==> src/rtl/core/sem_pkg.sv <==
package sem_pkg;

	localparam int MaxWidth   = 1024;
	localparam int MaxHeight  = 1024;
	localparam int AddrW      = $clog2(MaxWidth);
	localparam int CompW      = 8;
	localparam int Comps      = 3;
	localparam int PixW       = CompW * Comps;
	localparam int CfgW       = 11;
	localparam int CfgIdxW    = 2;
	localparam int QueueDepth = 4;
	localparam int QPtrW      = $clog2(QueueDepth);
	localparam int SqW        = 18;
	localparam int RootSteps  = 9;
	localparam int StepW      = 4;

	localparam logic [CfgIdxW-1:0] CFG_IMAGE_WIDTH  = 2'd0;
	localparam logic [CfgIdxW-1:0] CFG_IMAGE_HEIGHT = 2'd1;

	localparam logic [CfgW-1:0] WidthReset  = 11'd640;
	localparam logic [CfgW-1:0] HeightReset = 11'd480;

	typedef logic [PixW-1:0] pix_t;

	typedef struct packed {
		logic          interior;
		logic          frame_last;
		pix_t [8:0]    win;
	} job_t;

	typedef enum logic [1:0] {
		FR_CLEAR,
		FR_IDLE,
		FR_UPDATE
	} front_state_t;

	typedef enum logic [1:0] {
		BK_IDLE,
		BK_SQUARE,
		BK_ROOT,
		BK_DONE
	} back_state_t;

	function automatic logic [CompW-1:0] clamp_byte(input logic signed [11:0] s);
		logic [CompW-1:0] res;
		if (s < 0) begin
			res = '0;
		end else if (s > 12'sd255) begin
			res = 8'hFF;
		end else begin
			res = s[CompW-1:0];
		end
		return res;
	endfunction

endpackage

==> src/rtl/core/sem_queue.sv <==
module sem_queue (
	input  logic          clk,
	input  logic          arst_n,
	input  logic          in_push,
	input  sem_pkg::job_t in_job,
	output logic          room,
	input  logic          out_pop,
	output sem_pkg::job_t out_job,
	output logic          out_valid
);

	sem_pkg::job_t             mem_q [sem_pkg::QueueDepth];
	logic [sem_pkg::QPtrW-1:0] wr_ptr_q, rd_ptr_q;
	logic [sem_pkg::QPtrW:0]   cnt_q;
	logic                      do_push, do_pop;

	assign room      = cnt_q < (sem_pkg::QPtrW+1)'(sem_pkg::QueueDepth);
	assign out_valid = cnt_q != '0;
	assign out_job   = mem_q[rd_ptr_q];
	assign do_push   = in_push && room;
	assign do_pop    = out_pop && out_valid;

	always_ff @(posedge clk) begin
		if (do_push) mem_q[wr_ptr_q] <= in_job;
	end

	always_ff @(posedge clk or negedge arst_n) begin
		if (!arst_n) begin
			wr_ptr_q <= '0;
			rd_ptr_q <= '0;
			cnt_q    <= '0;
		end else begin
			if (do_push) wr_ptr_q <= wr_ptr_q + 1'b1;
			if (do_pop)  rd_ptr_q <= rd_ptr_q + 1'b1;
			unique case ({do_push, do_pop})
				2'b10:   cnt_q <= cnt_q + 1'b1;
				2'b01:   cnt_q <= cnt_q - 1'b1;
				default: ;
			endcase
		end
	end

endmodule

==> config.mk <==
export PLATFORM = sky130hd
export DESIGN_NAME = sem_queue
export DESIGN_NICKNAME = d
export VERILOG_FILES = /design/src/rtl/core/sem_pkg.sv /design/src/rtl/core/sem_queue.sv
export SDC_FILE = /design/constraint.sdc
export NUM_CORES = 1
export LEC_CHECK = 0
export BUFFER_PORTS_ARGS = -buffer_cell sky130_fd_sc_hd__buf_2
export CAP_MARGIN = 10
export CELL_PAD_IN_SITES_DETAIL_PLACEMENT = 0
export CELL_PAD_IN_SITES_GLOBAL_PLACEMENT = 1
export CORE_AREA = 2 2 247 249
export CTS_CLUSTER_DIAMETER = 50
export CTS_CLUSTER_SIZE = 12
export DETAILED_ROUTE_END_ITERATION = 10
export DIE_AREA = 0 0 249 251
export GPL_TIMING_DRIVEN = 0
export PLACE_DENSITY_LB_ADDON = 0.1
export SETUP_SLACK_MARGIN = 0.2
export SLEW_MARGIN = 25
export SYNTH_ARGS = -nofsm -noshare
export SYNTH_HDL_FRONTEND = slang
export SYNTH_SLANG_ARGS = --single-unit
==> constraint.sdc <==
create_clock -name clk -period 12.4 [get_ports clk]
set_input_delay 1.24 -clock clk [delete_from_list [all_inputs] [get_ports clk]]
set_output_delay 1.24 -clock clk [all_outputs]
set_load 0.03 [all_outputs]
==> metrics <==
maximum vdd drop 128.6 uV; GPL Wtd Cong between 0.7 and 0.8; ys flop type edfxtp_1; post-synthesis register bit count 879; top cell type's share of synthesized area 81.60%; CTS tree yes; DR DRC count 0; sequential share of power between 30 and 40%; Crit path top cell by count buf_2; IO Pins 442; fmax 258.8 MHz; Slowest-stage cell, CP clkbuf_1; pwr dens approximately 250 mW/mm^2; # fillers between 3,000 and 4,000; sequential area share after synthesis 82.14%; FP Rows 90; unrepaired setup endpoints after global routing false; Crit. End Element primary output; via/cell ratio between 5 and 6; CP cell instances clkbuf_1 > buf_2 > mux4_2 > buf_2; worst clock skew between 0.01 and 0.015 ns; Final nets 1,962; combinational share of power 35.0%; IO Port Bufs 441; Pre-antenna DRT Iters 4; Pins Over Slew Limit 0; Core Area ~0.060 mm^2; Post-Syn Area approximately 0.032 mm^2; crit-path max FO 10; Synth Instances ~1,200; min Tclk post-route ~3.9 ns; largest net degree at the start of global routing 42; CP Launch Type flop; DRT iter0 DRCs 847; Resize count post-CTS 0; sw frac 33.29%; max_cap viols 0; die width roughly 250 um; FFs w/ async S/R, synth less than 1%; Reg clk slew, reported paths around 0.060 ns; Post-synth EDFFs 872; Synth Warn # 0; CTS Buf Count between 80 and 90; Worst Tran Pin Value ~0.8 ns; Sw Pwr around 0.0032 W; clock power share a little over a quarter; Hold Crit Class input pin to async pin; final setup violation count 0; largest delay contributor family on the critical path buffers and inverters; Static Leakage around 13 nW; Worst-Skew Late Latency approximately 0.63 ns; postcts setup bufs 0; Max stage delay on crit path around 0.63 ns; setup TNS 0 ns; total congestion overflow 0; cts hold-fix bufs 0; CTS sink cnt 879; share of cells above drive strength 1 between 40% and 50%; final worst path period share a little under a third; number of routed nets with antenna violations 0; vias in the first global route 15,080; placed inst area 0.03584 mm^2; Relative slew margins 45.24%; Initial Util between 50% and 60%; vias 14,380; hpwl dp between 40 and 50 mm; Power Internal about 0.0065 W; first-pass GRT wire length about 96 mm; worst path arrival time around 2.6 ns; Syn Area/Cell between 20 and 30 um^2; Hold Fails Final Rpt 0; synth top area cells edfxtp_1 (82%), mux4_2 (15%), buf_12 (1.4%); die height ~250 um; final instance area between 0.03 and 0.04 mm^2; status complete, no violations; area grow syn2layout 20.14%; routed len/inst ~25 um; die area about 0.062 mm^2; htree depth 3; CTS root buffer clkbuf_16; Bufs on Longest Clock Path 3; worst setup path category flop to primary output; Buf/Inv on CP 3; Post-Syn Nets 1,406; drt total wl approximately 65 mm; Yosys cell types 21; Hold WS between 0.4 and 0.5 ns; Synth area leader edfxtp_1; initial antenna violation count 24; most common cell in the synthesized netlist edfxtp_1; aggregate global-route resource usage 21.02%; Req. time, crit path roughly 11 ns; top cells by count, synth edfxtp_1 (872), mux4_2 (218), buf_12 (22), buf_2 (22)
## power groups by stage
| stage | logic (W) | registers [W] | clock network (W) |
|---|---|---|---|
| after floorplan | 0.00241 | 0.00393 | 0 |
| after global placement | 0.00338 | 0.00403 | 0 |
| after detailed placement | 0.00347 | 0.00385 | 0 |
| after CTS | 0.00348 | 0.00379 | 0.00258 |
| after global routing | 0.00358 | 0.00382 | 0.00269 |
| final | 0.00339 | 0.00379 | 0.00252 |
## metrics by stage
step | utilization, % | total power [W] | worst slack [ns] | std cells
3_5_place_dp | 59.94 | 0.007318 | 8.661 | 2425
6_report | 64.48 | 0.009697 | 8.535 | 2561
3_3_place_gp | 59.00 | 0.007409 | 0.7109 | 2401
2_1_floorplan | - | 0.006335 | 5.221 | 1178
4_1_cts | 64.42 | 0.009852 | 8.357 | 2548
5_1_grt | 64.44 | 0.01008 | 8.360 | 2552
## metal layers
layer / share of wire [%] / wire [um] / global-route usage (%)
met4: 2.2 / 1418 / 6.857
met5: 0.27 / 174 / 0
met2: 51 / 32960 / 34.81
met3: 8.2 / 5290 / 6.948
met1: 38 / 24740 / 26.54
## logic make-up after synthesis
logic type	after synthesis	share of synthesized area (%)
muxes	219	15.33
adders and majority gates	6	0.2573
AOI/OAI and AO/OA	2	0.04288
buffers and inverters	57	1.914
and+or+nand+nor	9	0.1481
DFF	879	82.14
xor gates and xnor gates	6	0.1638
## sequential cells by signal (all words and copies together), names as in the netlist
signal and cells:
cnt_q 3, mem_q 872, rd_ptr_q 2, wr_ptr_q 2
## area by class of cell
| cell class | instances | area (um^2) | share of cell area (%) |
|---|---|---|---|
| inverters | 7 | 26.28 | 0.06815 |
| multi-input cells | 242 | 5126 | 13.30 |
| clock buffers | 97 | 2300 | 5.965 |
| diodes | 13 | 32.53 | 0.08438 |
| plain buffers | 50 | 588.1 | 1.525 |
| flip-flops and latches | 879 | 26360 | 68.37 |
| clock inverters | 26 | 380.4 | 0.9866 |
| repair buffers | 465 | 2763 | 7.166 |
| well taps | 782 | 978.4 | 2.538 |
## final timing paths
check | to | depth (start not counted) | start | slack [ns]
setup / recovery | out_job[143] | 4 | rd_ptr_q[1] | 8.54
hold / removal | cnt_q[2] | 1 | arst_n | 0.45
setup reg to reg | mem_q[3][117] | 7 | cnt_q[2] | 9.67
hold reg to reg | cnt_q[0] | 1 | cnt_q[0] | 0.51
max in group asynchronous | rd_ptr_q[0] | 1 | arst_n | 11.79
min in group clk | cnt_q[0] | 1 | cnt_q[0] | 0.51
## layout by cell type, fill, tap and decap left out, drive strengths merged
| cell type | count |
|---|---|
| edfxtp | 872 |
| buf | 512 |
| mux4 | 218 |
| clkbuf | 100 |
| diode | 13 |
| inv | 10 |
| clkinv | 10 |
| bufinv | 8 |
| dfrtp | 7 |
| ha | 5 |
| clkinvlp | 5 |
| and2 | 4 |
| xnor2 | 4 |
| xor2 | 2 |
| nand2 | 2 |
| o31a | 1 |
| nor2b | 1 |
| nand3 | 1 |
| mux2i | 1 |
| o21ai | 1 |
| nor2 | 1 |
| fa | 1 |
Note: power is estimated with default switching activity, not from simulation.
