$ cat src/rtl/core/sem_pkg.sv
package sem_pkg;

	localparam int MaxWidth   = 1024;
	localparam int MaxHeight  = 1024;
	localparam int AddrW      = $clog2(MaxWidth);
	localparam int CompW      = 8;
	localparam int Comps      = 3;
	localparam int PixW       = CompW * Comps;
	localparam int CfgW       = 11;
	localparam int CfgIdxW    = 2;
	localparam int QueueDepth = 4;
	localparam int QPtrW      = $clog2(QueueDepth);
	localparam int SqW        = 18;
	localparam int RootSteps  = 9;
	localparam int StepW      = 4;

	localparam logic [CfgIdxW-1:0] CFG_IMAGE_WIDTH  = 2'd0;
	localparam logic [CfgIdxW-1:0] CFG_IMAGE_HEIGHT = 2'd1;

	localparam logic [CfgW-1:0] WidthReset  = 11'd640;
	localparam logic [CfgW-1:0] HeightReset = 11'd480;

	typedef logic [PixW-1:0] pix_t;

	typedef struct packed {
		logic          interior;
		logic          frame_last;
		pix_t [8:0]    win;
	} job_t;

	typedef enum logic [1:0] {
		FR_CLEAR,
		FR_IDLE,
		FR_UPDATE
	} front_state_t;

	typedef enum logic [1:0] {
		BK_IDLE,
		BK_SQUARE,
		BK_ROOT,
		BK_DONE
	} back_state_t;

	function automatic logic [CompW-1:0] clamp_byte(input logic signed [11:0] s);
		logic [CompW-1:0] res;
		if (s < 0) begin
			res = '0;
		end else if (s > 12'sd255) begin
			res = 8'hFF;
		end else begin
			res = s[CompW-1:0];
		end
		return res;
	endfunction

endpackage

$ cat src/rtl/core/sem_back.sv
module sem_back (
	input  logic                      clk,
	input  logic                      arst_n,
	input  sem_pkg::job_t             job,
	input  logic                      job_valid,
	output logic                      job_pop,
	output logic                      empty,
	input  logic                      pop,
	output logic [sem_pkg::CompW-1:0] mag0,
	output logic [sem_pkg::CompW-1:0] mag1,
	output logic [sem_pkg::CompW-1:0] mag2,
	output logic                      frame_last
);

	sem_pkg::back_state_t state_q, state_nxt;

	logic [sem_pkg::CompW-1:0] ax_q [sem_pkg::Comps];
	logic [sem_pkg::CompW-1:0] ay_q [sem_pkg::Comps];
	logic [sem_pkg::CompW-1:0] ax_c [sem_pkg::Comps];
	logic [sem_pkg::CompW-1:0] ay_c [sem_pkg::Comps];
	logic [sem_pkg::SqW-1:0]   v_q  [sem_pkg::Comps];
	logic [sem_pkg::SqW-1:0]   r_q  [sem_pkg::Comps];
	logic [sem_pkg::SqW-1:0]   v_nx [sem_pkg::Comps];
	logic [sem_pkg::SqW-1:0]   r_nx [sem_pkg::Comps];
	logic [sem_pkg::SqW-1:0]   bit_c, trial;
	logic [sem_pkg::StepW-1:0] step_q;
	logic                      int_q, last_q;

	// two-entry result buffer, mags then frame_last
	logic [sem_pkg::CompW*sem_pkg::Comps:0] ob_q [2];
	logic [sem_pkg::CompW*sem_pkg::Comps:0] ob_in;
	logic                                   ob_wr_q, ob_rd_q, ob_push, ob_pop;
	logic [1:0]                             ob_cnt_q;

	assign empty = ob_cnt_q == '0;
	assign {frame_last, mag2, mag1, mag0} = ob_q[ob_rd_q];
	assign ob_pop = pop && !empty;

	// sobel sums, clamped
	always_comb begin
		for (int k = 0; k < sem_pkg::Comps; k++) begin
			logic signed [11:0] p [9];
			logic signed [11:0] gx, gy;
			for (int i = 0; i < 9; i++) p[i] = {4'd0, job.win[i][k*sem_pkg::CompW +: sem_pkg::CompW]};
			gx = p[2] - p[0] + 12'sd2 * (p[5] - p[3]) + p[8] - p[6];
			gy = p[6] - p[0] + 12'sd2 * (p[7] - p[1]) + p[8] - p[2];
			ax_c[k] = sem_pkg::clamp_byte(gx);
			ay_c[k] = sem_pkg::clamp_byte(gy);
		end
	end

	// one digit of the integer root per step
	assign bit_c = sem_pkg::SqW'(18'h10000 >> {step_q, 1'b0});
	always_comb begin
		trial = '0;
		for (int k = 0; k < sem_pkg::Comps; k++) begin
			trial = r_q[k] + bit_c;
			if (v_q[k] >= trial) begin
				v_nx[k] = v_q[k] - trial;
				r_nx[k] = (r_q[k] >> 1) + bit_c;
			end else begin
				v_nx[k] = v_q[k];
				r_nx[k] = r_q[k] >> 1;
			end
		end
	end

	always_comb begin
		state_nxt = state_q;
		unique case (state_q)
			sem_pkg::BK_IDLE:   if (job_valid && ob_cnt_q != 2'd2) state_nxt = sem_pkg::BK_SQUARE;
			sem_pkg::BK_SQUARE: state_nxt = sem_pkg::BK_ROOT;
			sem_pkg::BK_ROOT:   if (step_q == sem_pkg::StepW'(sem_pkg::RootSteps - 1)) state_nxt = sem_pkg::BK_DONE;
			sem_pkg::BK_DONE:   state_nxt = sem_pkg::BK_IDLE;
			default:            state_nxt = sem_pkg::BK_IDLE;
		endcase
	end

	always_comb begin
		job_pop = (state_q == sem_pkg::BK_IDLE) && job_valid && (ob_cnt_q != 2'd2);
		ob_push = state_q == sem_pkg::BK_DONE;
		ob_in[sem_pkg::CompW*sem_pkg::Comps] = last_q;
		for (int k = 0; k < sem_pkg::Comps; k++) begin
			ob_in[k*sem_pkg::CompW +: sem_pkg::CompW] =
				(r_q[k] > 18'd255) ? 8'hFF : r_q[k][sem_pkg::CompW-1:0];
		end
	end

	always_ff @(posedge clk) begin
		if (job_pop) begin
			int_q  <= job.interior;
			last_q <= job.frame_last;
			for (int k = 0; k < sem_pkg::Comps; k++) begin
				ax_q[k] <= ax_c[k];
				ay_q[k] <= ay_c[k];
			end
		end
		if (state_q == sem_pkg::BK_SQUARE) begin
			for (int k = 0; k < sem_pkg::Comps; k++) begin
				v_q[k] <= int_q ? (sem_pkg::SqW'(ax_q[k] * ax_q[k]) + sem_pkg::SqW'(ay_q[k] * ay_q[k]))
				                : '0;
				r_q[k] <= '0;
			end
		end else if (state_q == sem_pkg::BK_ROOT) begin
			for (int k = 0; k < sem_pkg::Comps; k++) begin
				v_q[k] <= v_nx[k];
				r_q[k] <= r_nx[k];
			end
		end
		if (ob_push) ob_q[ob_wr_q] <= ob_in;
	end

	always_ff @(posedge clk or negedge arst_n) begin
		if (!arst_n) begin
			state_q  <= sem_pkg::BK_IDLE;
			step_q   <= '0;
			ob_wr_q  <= 1'b0;
			ob_rd_q  <= 1'b0;
			ob_cnt_q <= '0;
		end else begin
			state_q <= state_nxt;
			if (state_q == sem_pkg::BK_ROOT) step_q <= step_q + 1'b1;
			else step_q <= '0;
			if (ob_push) ob_wr_q <= !ob_wr_q;
			if (ob_pop)  ob_rd_q <= !ob_rd_q;
			unique case ({ob_push, ob_pop})
				2'b10:   ob_cnt_q <= ob_cnt_q + 1'b1;
				2'b01:   ob_cnt_q <= ob_cnt_q - 1'b1;
				default: ;
			endcase
		end
	end

endmodule

$ cat config.mk
export PLATFORM = sky130hd
export DESIGN_NAME = sem_back
export DESIGN_NICKNAME = d
export VERILOG_FILES = /design/src/rtl/core/sem_pkg.sv /design/src/rtl/core/sem_back.sv
export SDC_FILE = /design/constraint.sdc
export NUM_CORES = 2
export LEC_CHECK = 0
export BUFFER_PORTS_ARGS = -buffer_cell sky130_fd_sc_hd__buf_2
export CELL_PAD_IN_SITES_DETAIL_PLACEMENT = 0
export CELL_PAD_IN_SITES_GLOBAL_PLACEMENT = 2
export CORE_ASPECT_RATIO = 1.5
export CORE_MARGIN = 2
export CORE_UTILIZATION = 25
export CTS_CLUSTER_SIZE = 16
export DETAILED_ROUTE_END_ITERATION = 7
export PLACE_DENSITY = 0.68
export SLEW_MARGIN = 20
export SYNTH_ARGS = -nofsm -noshare
export SYNTH_HDL_FRONTEND = slang
export SYNTH_SLANG_ARGS = --single-unit
$ cat constraint.sdc
create_clock -name clk -period 5.3 [get_ports clk]
set_clock_uncertainty 0.1 [all_clocks]
set_input_delay 0.795 -clock clk [delete_from_list [all_inputs] [get_ports clk]]
set_output_delay 0.795 -clock clk [all_outputs]
set_load 0.05 [all_outputs]
==> results.toml <==
[critical_path]
critical_path_required_ns = 5.53
reg2reg_slack_ns = -0.20
path_common_cell = "inv_2"
start_kind = "register"
cp_slowest_stage_delay_ns = 0.56
crit_type = "reg -> reg"
cp.arrival_ns = 5.73
crit_fanout = 4
critPathCaptureType = "register"
path_cells = "and2_4 -> fa_1 -> inv_2 -> fa_2 -> inv_2 -> fa_1 -> fa_2 -> fa_1 -> inv_2 -> fa_1 -> inv_2 -> ha_4 -> o41ai_4 -> buf_4 -> inv_2 -> a21oi_2 -> xnor2_2 -> a22o_1"
crit_slowest_cell = "fa_2"

[floorplanning]
die_area_um2 = 138000
boundaryPins = 249
core_um2 = 135000
die_x_um = 304
placementRows = 165
start_util = 0.251
die_y_um = 454

[yosys]
avgSynthCellArea_um2 = 9.28
ys_seq_elements = 218
yosysSeqAreaShare = 0.192
synth-edff-count = 208
yosys_warnings = 0
synth_area_um2 = 33800
synthesis.nets = 4689
synth-async-reset-ratio = 0.0459
synth_flop_cell = "edfxtp_1"
synth_cells = 3641
synth_cell_types = 90

[sta]
fin_crit_sh = 1.04
worstMarginPinSlew_ns = 0.957
fmax_mhz = 182
fin_hold_ws_ns = 0.291
worst_slack_ns = -0.196
slew_viol_final = 0
min_period_ns = 5.50
finalHoldViolCount = 0
setup_viol = 18
rsz0062_at_grt = "yes"
relSlewSlack = 0.360

[global_route]
grt_pass1_vias = 28000
grt_pass1_wl_um = 140000
track_usage = 0.124
antenna_found_initial = 6
grt-ovfl-total = 0
grt_max_degree = 56

[cells_and_area]
drive_above_1_share = 0.225
final_core_util = 0.312
nets = 5298
areaGrowthSynthToFinish_pct = 24.3
layout_common_cells = "inv_1 (622), ha_1 (470), buf_4 (385), fa_1 (312), buf_2 (224)"
layout_commonest_cell = "inv_1"
post-route-cell-area_um2 = 42000

[route]
drtIter0Drc = 744
drt-pass1-iter-count = 5
viasPerCell = 4.37
drcViolationCount = 0
wirelength_um = 85500
num_vias = 26300
routedWlPerCell_um = 14.2
ant_nets = 0

[status]
violations = "negative setup slack"
status = "finished with violations"

[clocking]
cts_tree = "yes"
clock_latency_ns = 0.59
numCtsBuffers = 26
clkTransAtPathRegs_ns = 0.07
htree_num_levels = 1
clock_path_buffers = 3
clock_sinks = 218
root_buffer = "clkbuf_16"

[place]
placed_cell_area_um2 = 39900
place_ws_ns = -0.417
finalWeightedCongestion = 0.819
hpwlAfterDp_um = 73300
numPortBuffers = 224

[min_path]
hold_path.class = "in -> reg"

[flow_run]
maxCapViolations = 0
synth_stat cells, drive strengths merged (18+ instances only):
library cell,number,area share
edfxtp,208,0.18
nand4,22,0.0041
inv,649,0.072
nor3,31,0.0047
clkbuf,47,0.0055
nand2,228,0.025
fa,333,0.20
a31oi,54,0.010
o21bai,18,0.0040
a21oi,194,0.029
nand3,25,0.0037
o22ai,26,0.0048
nor2b,65,0.012
a21boi,24,0.0053
mux2,26,0.0087
o21a,38,0.0084
a31o,19,0.0049
nand2b,47,0.0087
ha,493,0.18
a21o,70,0.016
a211oi,32,0.0074
nor2,203,0.023
xnor2,136,0.035
or2,35,0.0065
and3,25,0.0047
o21ai,176,0.026
xor2,119,0.031
mux2i,25,0.0074
and2,120,0.022
repair_timing:
item | CTS | global route
buffers inserted | 41 | 17
hold endpoints to repair | 10 | 0
gates cloned | 0 | 1
hold buffers | 1 | 0
pin swaps | 119 | 53
setup endpoints to repair | 118 | 167
resized for setup | 107 | 89
layout make-up:
cell class,instances,area [µm²]
Antenna cell,1,2.50
Clock buffer,31,701
Clock inverter,17,235
Fill cell,14300,92600
Inverter,649,2440
Multi-Input combinational cell,2718,25600
Sequential cell,218,6500
Tap cell,1753,2190
Timing Repair Buffer,637,4380
state kept, by name (all words and copies together) (netlist names):
register / flops
ob_rd_q: 1
last_q: 1
r_q: 54
state_q: 2
ay_q: 24
ob_cnt_q: 2
ob_wr_q: 1
int_q: 1
step_q: 4
v_q: 54
ax_q: 24
ob_q: 50
final timing paths:
| check | startpoint | to | cells after the start |
|---|---|---|---|
| max | ax_q[0][13] | v_q[0][28] | 18 |
| min | job[217] | int_q | 1 |
| max reg2reg | ax_q[0][13] | v_q[0][28] | 18 |
| min reg2reg | last_q | ob_q[1][24] | 0 |
| max in group asynchronous | arst_n | step_q[0] | 2 |
| min in group asynchronous | arst_n | step_q[1] | 2 |
cells by family after synthesis:
group	after synthesis	synth area share
buffers and inverters	705	0.0795
XOR/XNOR	255	0.0661
AND/OR/NAND/NOR	844	0.124
flip-flops	218	0.192
multiplexers	51	0.0161
AO/OA/AOI/OAI	742	0.142
adder cells (fa/ha/maj)	826	0.380
per-layer routing:
| layer | GRT usage | vias to the layer above | wire [µm] |
|---|---|---|---|
| li1 | - | 13500 | - |
| met1 | 0.137 | 12500 | 34800 |
| met2 | 0.250 | 275 | 46700 |
| met3 | 0.00917 | 100 | 1710 |
| met4 | 0.0348 | 6 | 2330 |
| met5 | 0 | - | 41 |
stage by stage:
step                setup TNS [ns]  cells
finish                       -2.08   6024
global route                 -6.79   6023
CTS                          -2.53   6006
detailed placement          -27.79   5919
global placement            -26.21   5919
floorplan                   -0.108   3641
critical path: cells and delay by family, from the launching register on:
family / cells / cell delay (ns)
AOI/OAI and AO/OA: 3 / 0.80
xor gates and xnor gates: 1 / 0.08
adders and majority gates: 7 / 3.19
buffers and inverters: 6 / 0.38
DFF: 1 / 0.47
and+or+nand+nor: 1 / 0.22
Power is left out: the tool's default activity adds up to more than one toggle a clock period on the data nets, which glitch-free logic cannot reach.
